**config.mk**
```make
export PLATFORM = sky130hd
export DESIGN_NAME = lms_adaptive_tap_controller
export DESIGN_NICKNAME = d
export VERILOG_FILES = /design/src/hw/rtl/lms_pkg.sv /design/src/hw/rtl/lms_mul.sv /design/src/hw/rtl/lms_adaptive_tap_controller.sv
export VERILOG_INCLUDE_DIRS = /design/src /design/src/hw/rtl
export SDC_FILE = /design/constraint.sdc
export NUM_CORES = 2
export LEC_CHECK = 0
export BUFFER_PORTS_ARGS = -buffer_cell sky130_fd_sc_hd__buf_4
export CORE_UTILIZATION = 31
export CTS_BUF_LIST = sky130_fd_sc_hd__clkbuf_8
export DETAILED_ROUTE_END_ITERATION = 16
export PLACE_DENSITY = 0.49
export SYNTH_ARGS = -nofsm -noshare
export SYNTH_HDL_FRONTEND = slang
export SYNTH_HIERARCHICAL = 1
export SYNTH_SLANG_ARGS = --single-unit
```
**constraint.sdc**
```tcl
create_clock -name aclk -period 9.85 [get_ports aclk]
set_input_delay 0 -clock aclk [delete_from_list [all_inputs] [get_ports aclk]]
set_output_delay 0 -clock aclk [all_outputs]
set_load 0.02 [all_outputs]
```
**src/hw/rtl/lms_adaptive_tap_controller_assert.svh**
```systemverilog
// Assertion macros for the LMS tap controller.
// Define ASSERT_OFF to compile every check out.
`ifndef LMS_ADAPTIVE_TAP_CONTROLLER_ASSERT_SVH
`define LMS_ADAPTIVE_TAP_CONTROLLER_ASSERT_SVH

`ifndef ASSERT_OFF
// prop must hold at every clock edge outside reset
`define LMS_ASSERT(label, clk, rstn, prop) \
    label: assert property (@(posedge clk) disable iff (!rstn) prop) \
        else $error("lms check failed");
// expr must never be true outside reset
`define LMS_ASSERT_NEVER(label, clk, rstn, expr) \
    label: assert property (@(posedge clk) disable iff (!rstn) !(expr)) \
        else $error("lms forbidden condition seen");
`else
`define LMS_ASSERT(label, clk, rstn, prop)
`define LMS_ASSERT_NEVER(label, clk, rstn, expr)
`endif

`endif

```
**src/hw/rtl/lms_pkg.sv**
```systemverilog
package lms_pkg;

    localparam int TAPS       = 3;
    localparam int IDX_W      = (TAPS > 1) ? $clog2(TAPS) : 1;

    localparam int SAMPLE_W   = 16;   // Q8.8
    localparam int GAIN_W     = 16;   // Q4.12
    localparam int WEIGHT_W   = 32;   // Q16.16
    localparam int DRIVE_W    = 32;   // Q16.16
    localparam int ERR_W      = SAMPLE_W + 1;

    // shared multiplier: covers weight*tap, gain*err and (gain*err)*tap
    localparam int MUL_A_W    = GAIN_W + ERR_W;
    localparam int MUL_B_W    = ERR_W;
    localparam int PROD_W     = MUL_A_W + MUL_B_W;
    localparam int ACC_W      = 48;

    localparam int DRV_SHIFT  = 8;    // Q24.24 -> Q16.16
    localparam int UPD_SHIFT  = 12;   // Q21.28 -> Q16.16

    localparam int CFG_ADDR_W = 8;
    localparam int CFG_DATA_W = 16;

    localparam logic [CFG_ADDR_W-1:0] REG_ADAPT_GAIN      = CFG_ADDR_W'(0);
    localparam logic [CFG_ADDR_W-1:0] REG_REFERENCE_LEVEL = CFG_ADDR_W'(1);

    localparam logic signed [GAIN_W-1:0]   GAIN_RESET   = GAIN_W'(4096);
    localparam logic signed [SAMPLE_W-1:0] REF_RESET    = SAMPLE_W'(1280);
    localparam logic signed [WEIGHT_W-1:0] WEIGHT_RESET = WEIGHT_W'(65536);

    localparam logic signed [ACC_W-1:0] SAT_HI = (ACC_W'(1) <<< (DRIVE_W - 1)) - ACC_W'(1);
    localparam logic signed [ACC_W-1:0] SAT_LO = -(ACC_W'(1) <<< (DRIVE_W - 1));

    typedef logic signed [SAMPLE_W-1:0] sample_t;
    typedef logic signed [WEIGHT_W-1:0] weight_t;
    typedef logic signed [PROD_W-1:0]   prod_t;
    typedef logic signed [ACC_W-1:0]    acc_t;

    typedef struct packed {
        logic                      en;
        logic signed [MUL_A_W-1:0] a;
        logic signed [MUL_B_W-1:0] b;
    } mul_req_t;

    // arithmetic shift right, rounding toward zero
    function automatic prod_t trunc_shift(input prod_t p, input int sh);
        prod_t mask;
        prod_t q;
        mask = ~({PROD_W{1'b1}} << sh);
        q    = p >>> sh;
        if (p[PROD_W-1] && ((p & mask) != '0)) begin
            q = q + PROD_W'(1);
        end
        return q;
    endfunction

    function automatic weight_t sat_q16(input acc_t v);
        weight_t r;
        if (v > SAT_HI) begin
            r = SAT_HI[WEIGHT_W-1:0];
        end else if (v < SAT_LO) begin
            r = SAT_LO[WEIGHT_W-1:0];
        end else begin
            r = v[WEIGHT_W-1:0];
        end
        return r;
    endfunction

endpackage

```
**src/hw/rtl/lms_mul.sv**
```systemverilog
// Shared signed multiplier with registered product.
module lms_mul import lms_pkg::*; (
    input  logic     aclk,
    input  mul_req_t req,
    output prod_t    prod
);

    logic signed [MUL_A_W-1:0] op_a;
    logic signed [MUL_B_W-1:0] op_b;
    prod_t                     prod_reg;
    prod_t                     prod_next;

    assign op_a      = req.a;
    assign op_b      = req.b;
    assign prod_next = op_a * op_b;

    always_ff @(posedge aclk) begin
        if (req.en) begin
            prod_reg <= prod_next;
        end
    end

    assign prod = prod_reg;

endmodule

```
**src/hw/rtl/lms_adaptive_tap_controller.sv**
```systemverilog
// LMS adaptive tap controller, 3 taps, fixed point.
// Input stream s_*: one signed Q8.8 sensor sample per transfer.
// Output stream m_*: one signed Q16.16 drive value per sample.
// Config port: cfg_wr_en/cfg_addr/cfg_wdata; index 0 = adapt_gain (Q4.12),
// index 1 = reference_level (Q8.8), other indexes are ignored. Write only
// while the block is idle.
// One 33x17 multiplier is shared by every product under a small sequencer.
// Sequence: the drive value is loaded into the output register in the emit
// step after the dot product. The weight update follows, and the next
// sample transfers only once the update is done, one sample at a
// time: the multiplier runs once per tap for the dot product, once for
// gain*error and once per tap for the update.
// Reset: taps clear to zero, weights load 1.0, registers take their reset
// values (gain 1.0, reference 5.0); no clearing sweep, ready right away.
// Stall: drive sits in an output register. If the previous result is still
// not taken when the next one is ready, the sequencer holds until it is.
`include "lms_adaptive_tap_controller_assert.svh"

module lms_adaptive_tap_controller import lms_pkg::*; (
    input  logic                  aclk,
    input  logic                  aresetn,
    // input stream
    input  logic                  s_tvalid,
    output logic                  s_tready,
    input  logic [SAMPLE_W-1:0]   s_tdata,     // [15:0] sample
    // output stream
    output logic                  m_tvalid,
    input  logic                  m_tready,
    output logic [DRIVE_W-1:0]    m_tdata,     // [31:0] drive
    // configuration writes
    input  logic                  cfg_wr_en,
    input  logic [CFG_ADDR_W-1:0] cfg_addr,
    input  logic [CFG_DATA_W-1:0] cfg_wdata
);

    // sequencer states
    localparam logic [2:0] ST_IDLE  = 3'd0;  // wait for a sample
    localparam logic [2:0] ST_DOT   = 3'd1;  // weight*tap, accumulate previous
    localparam logic [2:0] ST_DLAST = 3'd2;  // last accumulate, start gain*err
    localparam logic [2:0] ST_EMIT  = 3'd3;  // load output register
    localparam logic [2:0] ST_UPD   = 3'd4;  // ge*tap, update previous weight
    localparam logic [2:0] ST_ULAST = 3'd5;  // last weight update

    localparam logic [IDX_W-1:0] IDX_LAST = IDX_W'(TAPS - 1);

    logic [2:0]                   state_reg;
    logic signed [GAIN_W-1:0]     gain_reg;
    sample_t                      ref_reg;
    sample_t                      tap_reg    [TAPS];
    weight_t                      weight_reg [TAPS];
    logic signed [ERR_W-1:0]      err_reg;
    acc_t                         acc_reg;
    logic signed [MUL_A_W-1:0]    ge_reg;      // gain * error, Q13.20
    weight_t                      w_hold_reg;  // weight paired with product
    logic [IDX_W-1:0]             idx_reg;
    logic [IDX_W-1:0]             wr_idx_reg;
    logic                         prod_vld_reg;
    logic [DRIVE_W-1:0]           drive_reg;
    logic                         m_tvalid_reg;

    mul_req_t                     mul_req;
    prod_t                        prod;
    sample_t                      tap_sel;
    weight_t                      weight_sel;
    acc_t                         acc_next;
    acc_t                         upd_sum;
    weight_t                      weight_next;
    logic                         emit_ok;

    assign s_tready = (state_reg == ST_IDLE);
    assign m_tvalid = m_tvalid_reg;
    assign m_tdata  = drive_reg;

    assign tap_sel    = tap_reg[idx_reg];
    assign weight_sel = weight_reg[idx_reg];

    // truncated weight*tap product into the dot-product sum
    assign acc_next    = acc_reg + ACC_W'(trunc_shift(prod, DRV_SHIFT));
    // truncated gain*err*tap onto the held weight
    assign upd_sum     = ACC_W'(w_hold_reg) + ACC_W'(trunc_shift(prod, UPD_SHIFT));
    assign weight_next = sat_q16(upd_sum);

    // output register free, or being drained this cycle
    assign emit_ok = !m_tvalid_reg || m_tready;

    // operand select for the shared multiplier
    always_comb begin
        mul_req = '0;
        unique case (state_reg)
            ST_DOT: begin
                mul_req.en = 1'b1;
                mul_req.a  = MUL_A_W'(weight_sel);
                mul_req.b  = MUL_B_W'(tap_sel);
            end
            ST_DLAST: begin
                mul_req.en = 1'b1;
                mul_req.a  = MUL_A_W'(gain_reg);
                mul_req.b  = err_reg;
            end
            ST_UPD: begin
                mul_req.en = 1'b1;
                mul_req.a  = ge_reg;
                mul_req.b  = MUL_B_W'(tap_sel);
            end
            default: begin
                mul_req = '0;
            end
        endcase
    end

    lms_mul u_mul (
        .aclk (aclk),
        .req  (mul_req),
        .prod (prod)
    );

    always_ff @(posedge aclk) begin
        if (!aresetn) begin
            state_reg    <= ST_IDLE;
            gain_reg     <= GAIN_RESET;
            ref_reg      <= REF_RESET;
            for (int i = 0; i < TAPS; i++) begin
                tap_reg[i]    <= '0;
                weight_reg[i] <= WEIGHT_RESET;
            end
            idx_reg      <= '0;
            wr_idx_reg   <= '0;
            prod_vld_reg <= 1'b0;
            m_tvalid_reg <= 1'b0;
        end else begin
            if (cfg_wr_en) begin
                if (cfg_addr == REG_ADAPT_GAIN) begin
                    gain_reg <= cfg_wdata;
                end else if (cfg_addr == REG_REFERENCE_LEVEL) begin
                    ref_reg <= cfg_wdata;
                end
            end

            // in emit the output valid is owned by the emit step
            if (m_tvalid_reg && m_tready && (state_reg != ST_EMIT)) begin
                m_tvalid_reg <= 1'b0;
            end

            unique case (state_reg)
                ST_IDLE: begin
                    if (s_tvalid) begin
                        for (int i = TAPS - 1; i > 0; i--) begin
                            tap_reg[i] <= tap_reg[i-1];
                        end
                        tap_reg[0]   <= s_tdata;
                        err_reg      <= ERR_W'(ref_reg) - ERR_W'(sample_t'(s_tdata));
                        acc_reg      <= '0;
                        idx_reg      <= '0;
                        prod_vld_reg <= 1'b0;
                        state_reg    <= ST_DOT;
                    end
                end
                ST_DOT: begin
                    if (prod_vld_reg) begin
                        acc_reg <= acc_next;
                    end
                    prod_vld_reg <= 1'b1;
                    if (idx_reg == IDX_LAST) begin
                        state_reg <= ST_DLAST;
                    end else begin
                        idx_reg <= idx_reg + 1'b1;
                    end
                end
                ST_DLAST: begin
                    acc_reg   <= acc_next;
                    state_reg <= ST_EMIT;
                end
                ST_EMIT: begin
                    // product register holds gain*err until the output frees up
                    if (emit_ok) begin
                        drive_reg    <= sat_q16(acc_reg);
                        m_tvalid_reg <= 1'b1;
                        ge_reg       <= prod[MUL_A_W-1:0];
                        idx_reg      <= '0;
                        prod_vld_reg <= 1'b0;
                        state_reg    <= ST_UPD;
                    end
                end
                ST_UPD: begin
                    w_hold_reg   <= weight_sel;
                    wr_idx_reg   <= idx_reg;
                    prod_vld_reg <= 1'b1;
                    if (prod_vld_reg) begin
                        weight_reg[wr_idx_reg] <= weight_next;
                    end
                    if (idx_reg == IDX_LAST) begin
                        state_reg <= ST_ULAST;
                    end else begin
                        idx_reg <= idx_reg + 1'b1;
                    end
                end
                ST_ULAST: begin
                    weight_reg[wr_idx_reg] <= weight_next;
                    state_reg              <= ST_IDLE;
                end
                default: begin
                    state_reg <= ST_IDLE;
                end
            endcase
        end
    end

    // a transfer in always starts a busy stretch
    `LMS_ASSERT(a_busy_after_in, aclk, aresetn, (s_tvalid && s_tready) |=> !s_tready)
    // a new result only comes out of the emit step
    `LMS_ASSERT(a_valid_from_emit, aclk, aresetn, $rose(m_tvalid) |-> $past(state_reg == ST_EMIT))
    // a stalled output keeps the sequencer parked in emit
    `LMS_ASSERT(a_emit_holds, aclk, aresetn, (state_reg == ST_EMIT && m_tvalid && !m_tready) |=> (state_reg == ST_EMIT))
    // tap index stays inside the delay line while the multiplier runs
    `LMS_ASSERT_NEVER(a_idx_range, aclk, aresetn, (state_reg == ST_DOT || state_reg == ST_UPD) && (idx_reg > IDX_LAST))

endmodule
```
==> key figures <==
CTS
  • Number of H-tree branching levels: 3
  • Number of buffers created by CTS: 75
  • Number of clock sinks seen by CTS: between 400 and 500
  • Cell at the root of the clock tree: clkbuf_8
  • Resized Gates After CTS: 0
  • Buffer levels on the longest clock path: 3
  • Clock Pin Slew Worst Setup and Hold Paths: about 0.070 ns
  • Clock tree from TritonCTS: yes
  • Latest clock arrival within the worst-skew pair: 0.75 ns

Critical path
  • Register-to-Register Path Depth: 24
  • Arrival time worst endpoint: 9.03 ns
  • Reg2Reg Capture Point: u_mul/prod[47]
  • Required time of the critical path: 10.34 ns
  • Launching element type of the critical path: register
  • Max stage delay cell, worst path: fa_1
  • Number of cells on the critical path: 24
  • Critical path, cell by cell: nor2b_1, and2_1, a21oi_1, nor2_1, a21o_1, nand2_1, inv_1, fa_1, fa_1, fa_1, fa_1, fa_1, inv_1, fa_1, inv_1, ha_1, a21oi_1, o21bai_1, a21o_1, a21oi_1, nor2b_1, o21ai_0, o211ai_2, xor2_1
  • Maximum fanout along the worst path: 17
  • Worst path max stage delay: 0.95 ns
  • Flop-to-flop setup slack: 1.31 ns
  • CP dominant cell by count: fa_1
  • Kind of end point of the critical path: register
  • Reg-to-reg startpoint: state_reg[1]
  • Category of the most critical setup path: reg -> reg
  • CP top delay family: adder cells
  • Crit path buf inv count: 3

Power and ir drop
  • Max VDD drop: 0.0931 mV
  • Final Total Pwr: 6.07 mW
  • Static leakage: 21.0 nW
  • Switching power of the nets: 2.33 mW
  • Power per Cell Area: ~120 mW/mm^2
  • Power Internal: 3.74 mW
  • Fraction of power spent switching nets: 38.3%
  • Share of power burned in registers: 37.2%
  • Part of the power in combinational logic: 35.7%
  • Proportion of power drawn by the clock network: 27.1%

Hold path
  • Start point of the worst min-delay path: cfg_wdata[11]
  • Worst min path class: in -> reg
  • Worst min-delay path endpoint: ref_reg[11]
  • Hold path cells: 4

Route
  • Number of DRC violations after detailed routing: 0
  • Average detailed-routed wire length per instance: 20.5 um
  • Final wirelength: 132,000 um
  • Drt pass-1 iters: 5
  • Detail Route Antenna Nets: 0
  • Detailed-route via count: 31,900
  • Number of DRC violations after detailed-routing iteration 0: roughly 2,200
  • Ratio of routed vias to standard cells: 4.96

Logic synthesis
  • Post-synth EDFFs: 388
  • Number of distinct library cells after synthesis: 94
  • Cells after synthesis: 4,431
  • Top cell types by occurrence after synthesis: 591 x inv_1, 539 x fa_1, 493 x nand2_1
  • Largest area contributor in the synthesized netlist: edfxtp_1
  • Top post-synthesis cells by area: edfxtp_1 26%, fa_1 24%, ha_1 6.3%
  • Synthesized area per cell: between 9 and 10 sq um
  • Leading register cell type out of synthesis: edfxtp_1
  • Net count after synthesis: 5,238
  • Share of the synthesized area in the top cell type: about a quarter
  • Netlist area before placement: 0.0441 sq mm
  • Most common cell in the netlist: inv_1
  • Sequential cell area fraction in the yosys report: 28.4%
  • Share of synthesized flip-flops with an asynchronous set or reset: 0%
  • Total number of yosys warnings: 6
  • Flops & latches, synth: 431

Final layout
  • Share of final-layout standard cells stronger than drive strength 1: 8.50%
  • Sequential Area: 0.0125 sq mm
  • Finished Layout Cells: 6,443
  • Multi-input combinational cell area: 0.0285 sq mm
  • Final Cell Area: between 0.04 and 0.05 sq mm
  • Synthesis-to-layout area growth: 10.7%
  • Filler cells: about 14,000
  • Number of flip-flops under the largest register name: 128
  • Number of nets in the finished design: 5,298

GRT
  • Antenna violations before repair: 1
  • Gr ovfl total: 0
  • Via count of the first global-routing pass: around 33,000
  • Global-route wire length before repair: 204,000 um
  • Pin count of the biggest net entering global routing: 92
  • Overall Global Routing Usage: 18.6%

Die
  • Boundary Pins: 79
  • Area of the placeable core: 0.141 sq mm
  • Starting Density: 31.2%
  • Height of the die: 379 um
  • Chip width: roughly 380 um
  • Std cell rows: 138
  • Die Footprint: 0.144 sq mm

Timing
  • Hold Violations, Final: 0
  • Clock skew after layout: 0.0484 ns
  • Fmax: 117 MHz
  • Setup_tns: 0 ns
  • Period Utilization, post-route: between 80% and 90%
  • Max Slew Vio Count: 0
  • Setup repair after global routing missed its margin: no
  • Least-Margin Pin Slew: between 1 and 1.5 ns
  • Hold slack: 0.108 ns
  • Minimum clock period: about 8.5 ns
  • Final setup violation count: 0
  • Worst-case headroom to the max-slew limit: around an eighth

Placed design
  • HPWL reported at the end of detailed placement: 101,000 um
  • Placed Instance Area: around 0.047 sq mm
  • Count of buffers inserted at the top-level ports: 78
  • Inst Count DP: 6,257
  • Routability congestion estimate: slightly above 0.9

Status
  • Run status: complete, no violations

Flow run
  • Max-Cap Viols: 0
## placed cells by master, fill, tap and decap left out, drive strengths merged, types with 57 or more instances in the layout
| cell type | synthesis | routed |
|---|---|---|
| inv | 593 | 628 |
| fa | 539 | 539 |
| nand2 | 495 | 495 |
| edfxtp | 388 | 388 |
| and2 | 294 | 294 |
| nor2 | 237 | 237 |
| ha | 223 | 223 |
| a21oi | 199 | 199 |
| buf | 42 | 170 |
| o21ai | 140 | 140 |
| xnor2 | 122 | 122 |
| a211oi | 105 | 105 |
| a21o | 91 | 91 |
| clkbuf | 192 | 77 |
| xor2 | 76 | 76 |
| nor2b | 57 | 57 |
## worst register-to-register path, stage by stage (launching register included)
cell and delay (ns):
dfxtp_1 0.70, nor2b_1 0.39, and2_1 0.64, a21oi_1 0.12, nor2_1 0.17, a21o_1 0.48
nand2_1 0.19, inv_1 0.16, fa_1 0.59, fa_1 0.95, fa_1 0.52, fa_1 0.47
fa_1 0.54, inv_1 0.05, fa_1 0.52, inv_1 0.04, ha_1 0.43, a21oi_1 0.29
o21bai_1 0.14, a21o_1 0.20, a21oi_1 0.14, nor2b_1 0.06, o21ai_0 0.22, o211ai_2 0.13
xor2_1 0.16
## per-layer routing
layer | up-vias | global-route usage (%) | part of all wire, %
li1 | 14900 | - | -
met1 | 16200 | 26.0 | 47
met2 | 734 | 30.5 | 47
met3 | 123 | 2.39 | 4.5
met4 | 0 | 3.83 | 1.7
met5 | - | 0 | 0
## power groups by stage
stage | logic [mW] | registers (mW) | clock network [mW]
2_1_floorplan | 1.55 | 2.22 | 0
3_3_place_gp | 2.15 | 2.29 | 0
3_5_place_dp | 2.16 | 2.29 | 0
4_1_cts | 2.18 | 2.25 | 1.70
5_1_grt | 2.40 | 2.26 | 1.76
6_report | 2.17 | 2.26 | 1.64
## cells by family (layout without fill, tap and decap cells)
| logic type | after synthesis | count (layout) | synth area share (%) |
|---|---|---|---|
| and+or+nand+nor | 1379 | 1379 | 15.3 |
| buffers and inverters | 827 | 947 | 7.29 |
| adders and majority gates | 762 | 762 | 30.8 |
| AOI/OAI and AO/OA | 746 | 746 | 11.4 |
| DFF | 431 | 431 | 28.4 |
| xor gates and xnor gates | 198 | 198 | 3.93 |
| muxes | 88 | 88 | 2.91 |
| other | 0 | 2 | 0 |
## through the flow
stage	setup WS (ns)	utilization [%]
final	1.31	34.5
after global routing	0.777	34.5
after CTS	1.25	34.5
after detailed placement	1.28	33.2
after global placement	1.33	33.2
after floorplan	2.07	-
## cell type report
type	count	share of cell area [%]
Clock buffer	77	2.17
Antenna cell	2	0.0103
Sequential cell	431	25.6
Multi-Input combinational cell	3173	58.4
Inverter	593	4.56
Tap cell	1890	4.84
Clock inverter	60	0.777
Timing Repair Buffer	217	3.58
## what timing repair did
item                                    4_1_cts  5_1_grt
endpoints found under the setup margin        0        0
hold buffers                                 47        0
buffers inserted                              0        0
endpoints found under the hold margin        81        0
## worst max path at each step
stage	start	endpoint	slack, ns
after floorplan	register	u_mul/prod[42]	2.07
after global placement	state_reg[1]	u_mul/prod[47]	1.33
final	state_reg[1]	u_mul/prod[47]	1.31
after CTS	state_reg[1]	u_mul/prod[47]	1.25
after global routing	state_reg[1]	u_mul/prod[47]	0.78
after detailed placement	state_reg[0]	u_mul/prod[49]	1.28
No activity file was read; power rests on OpenSTA's default activity.
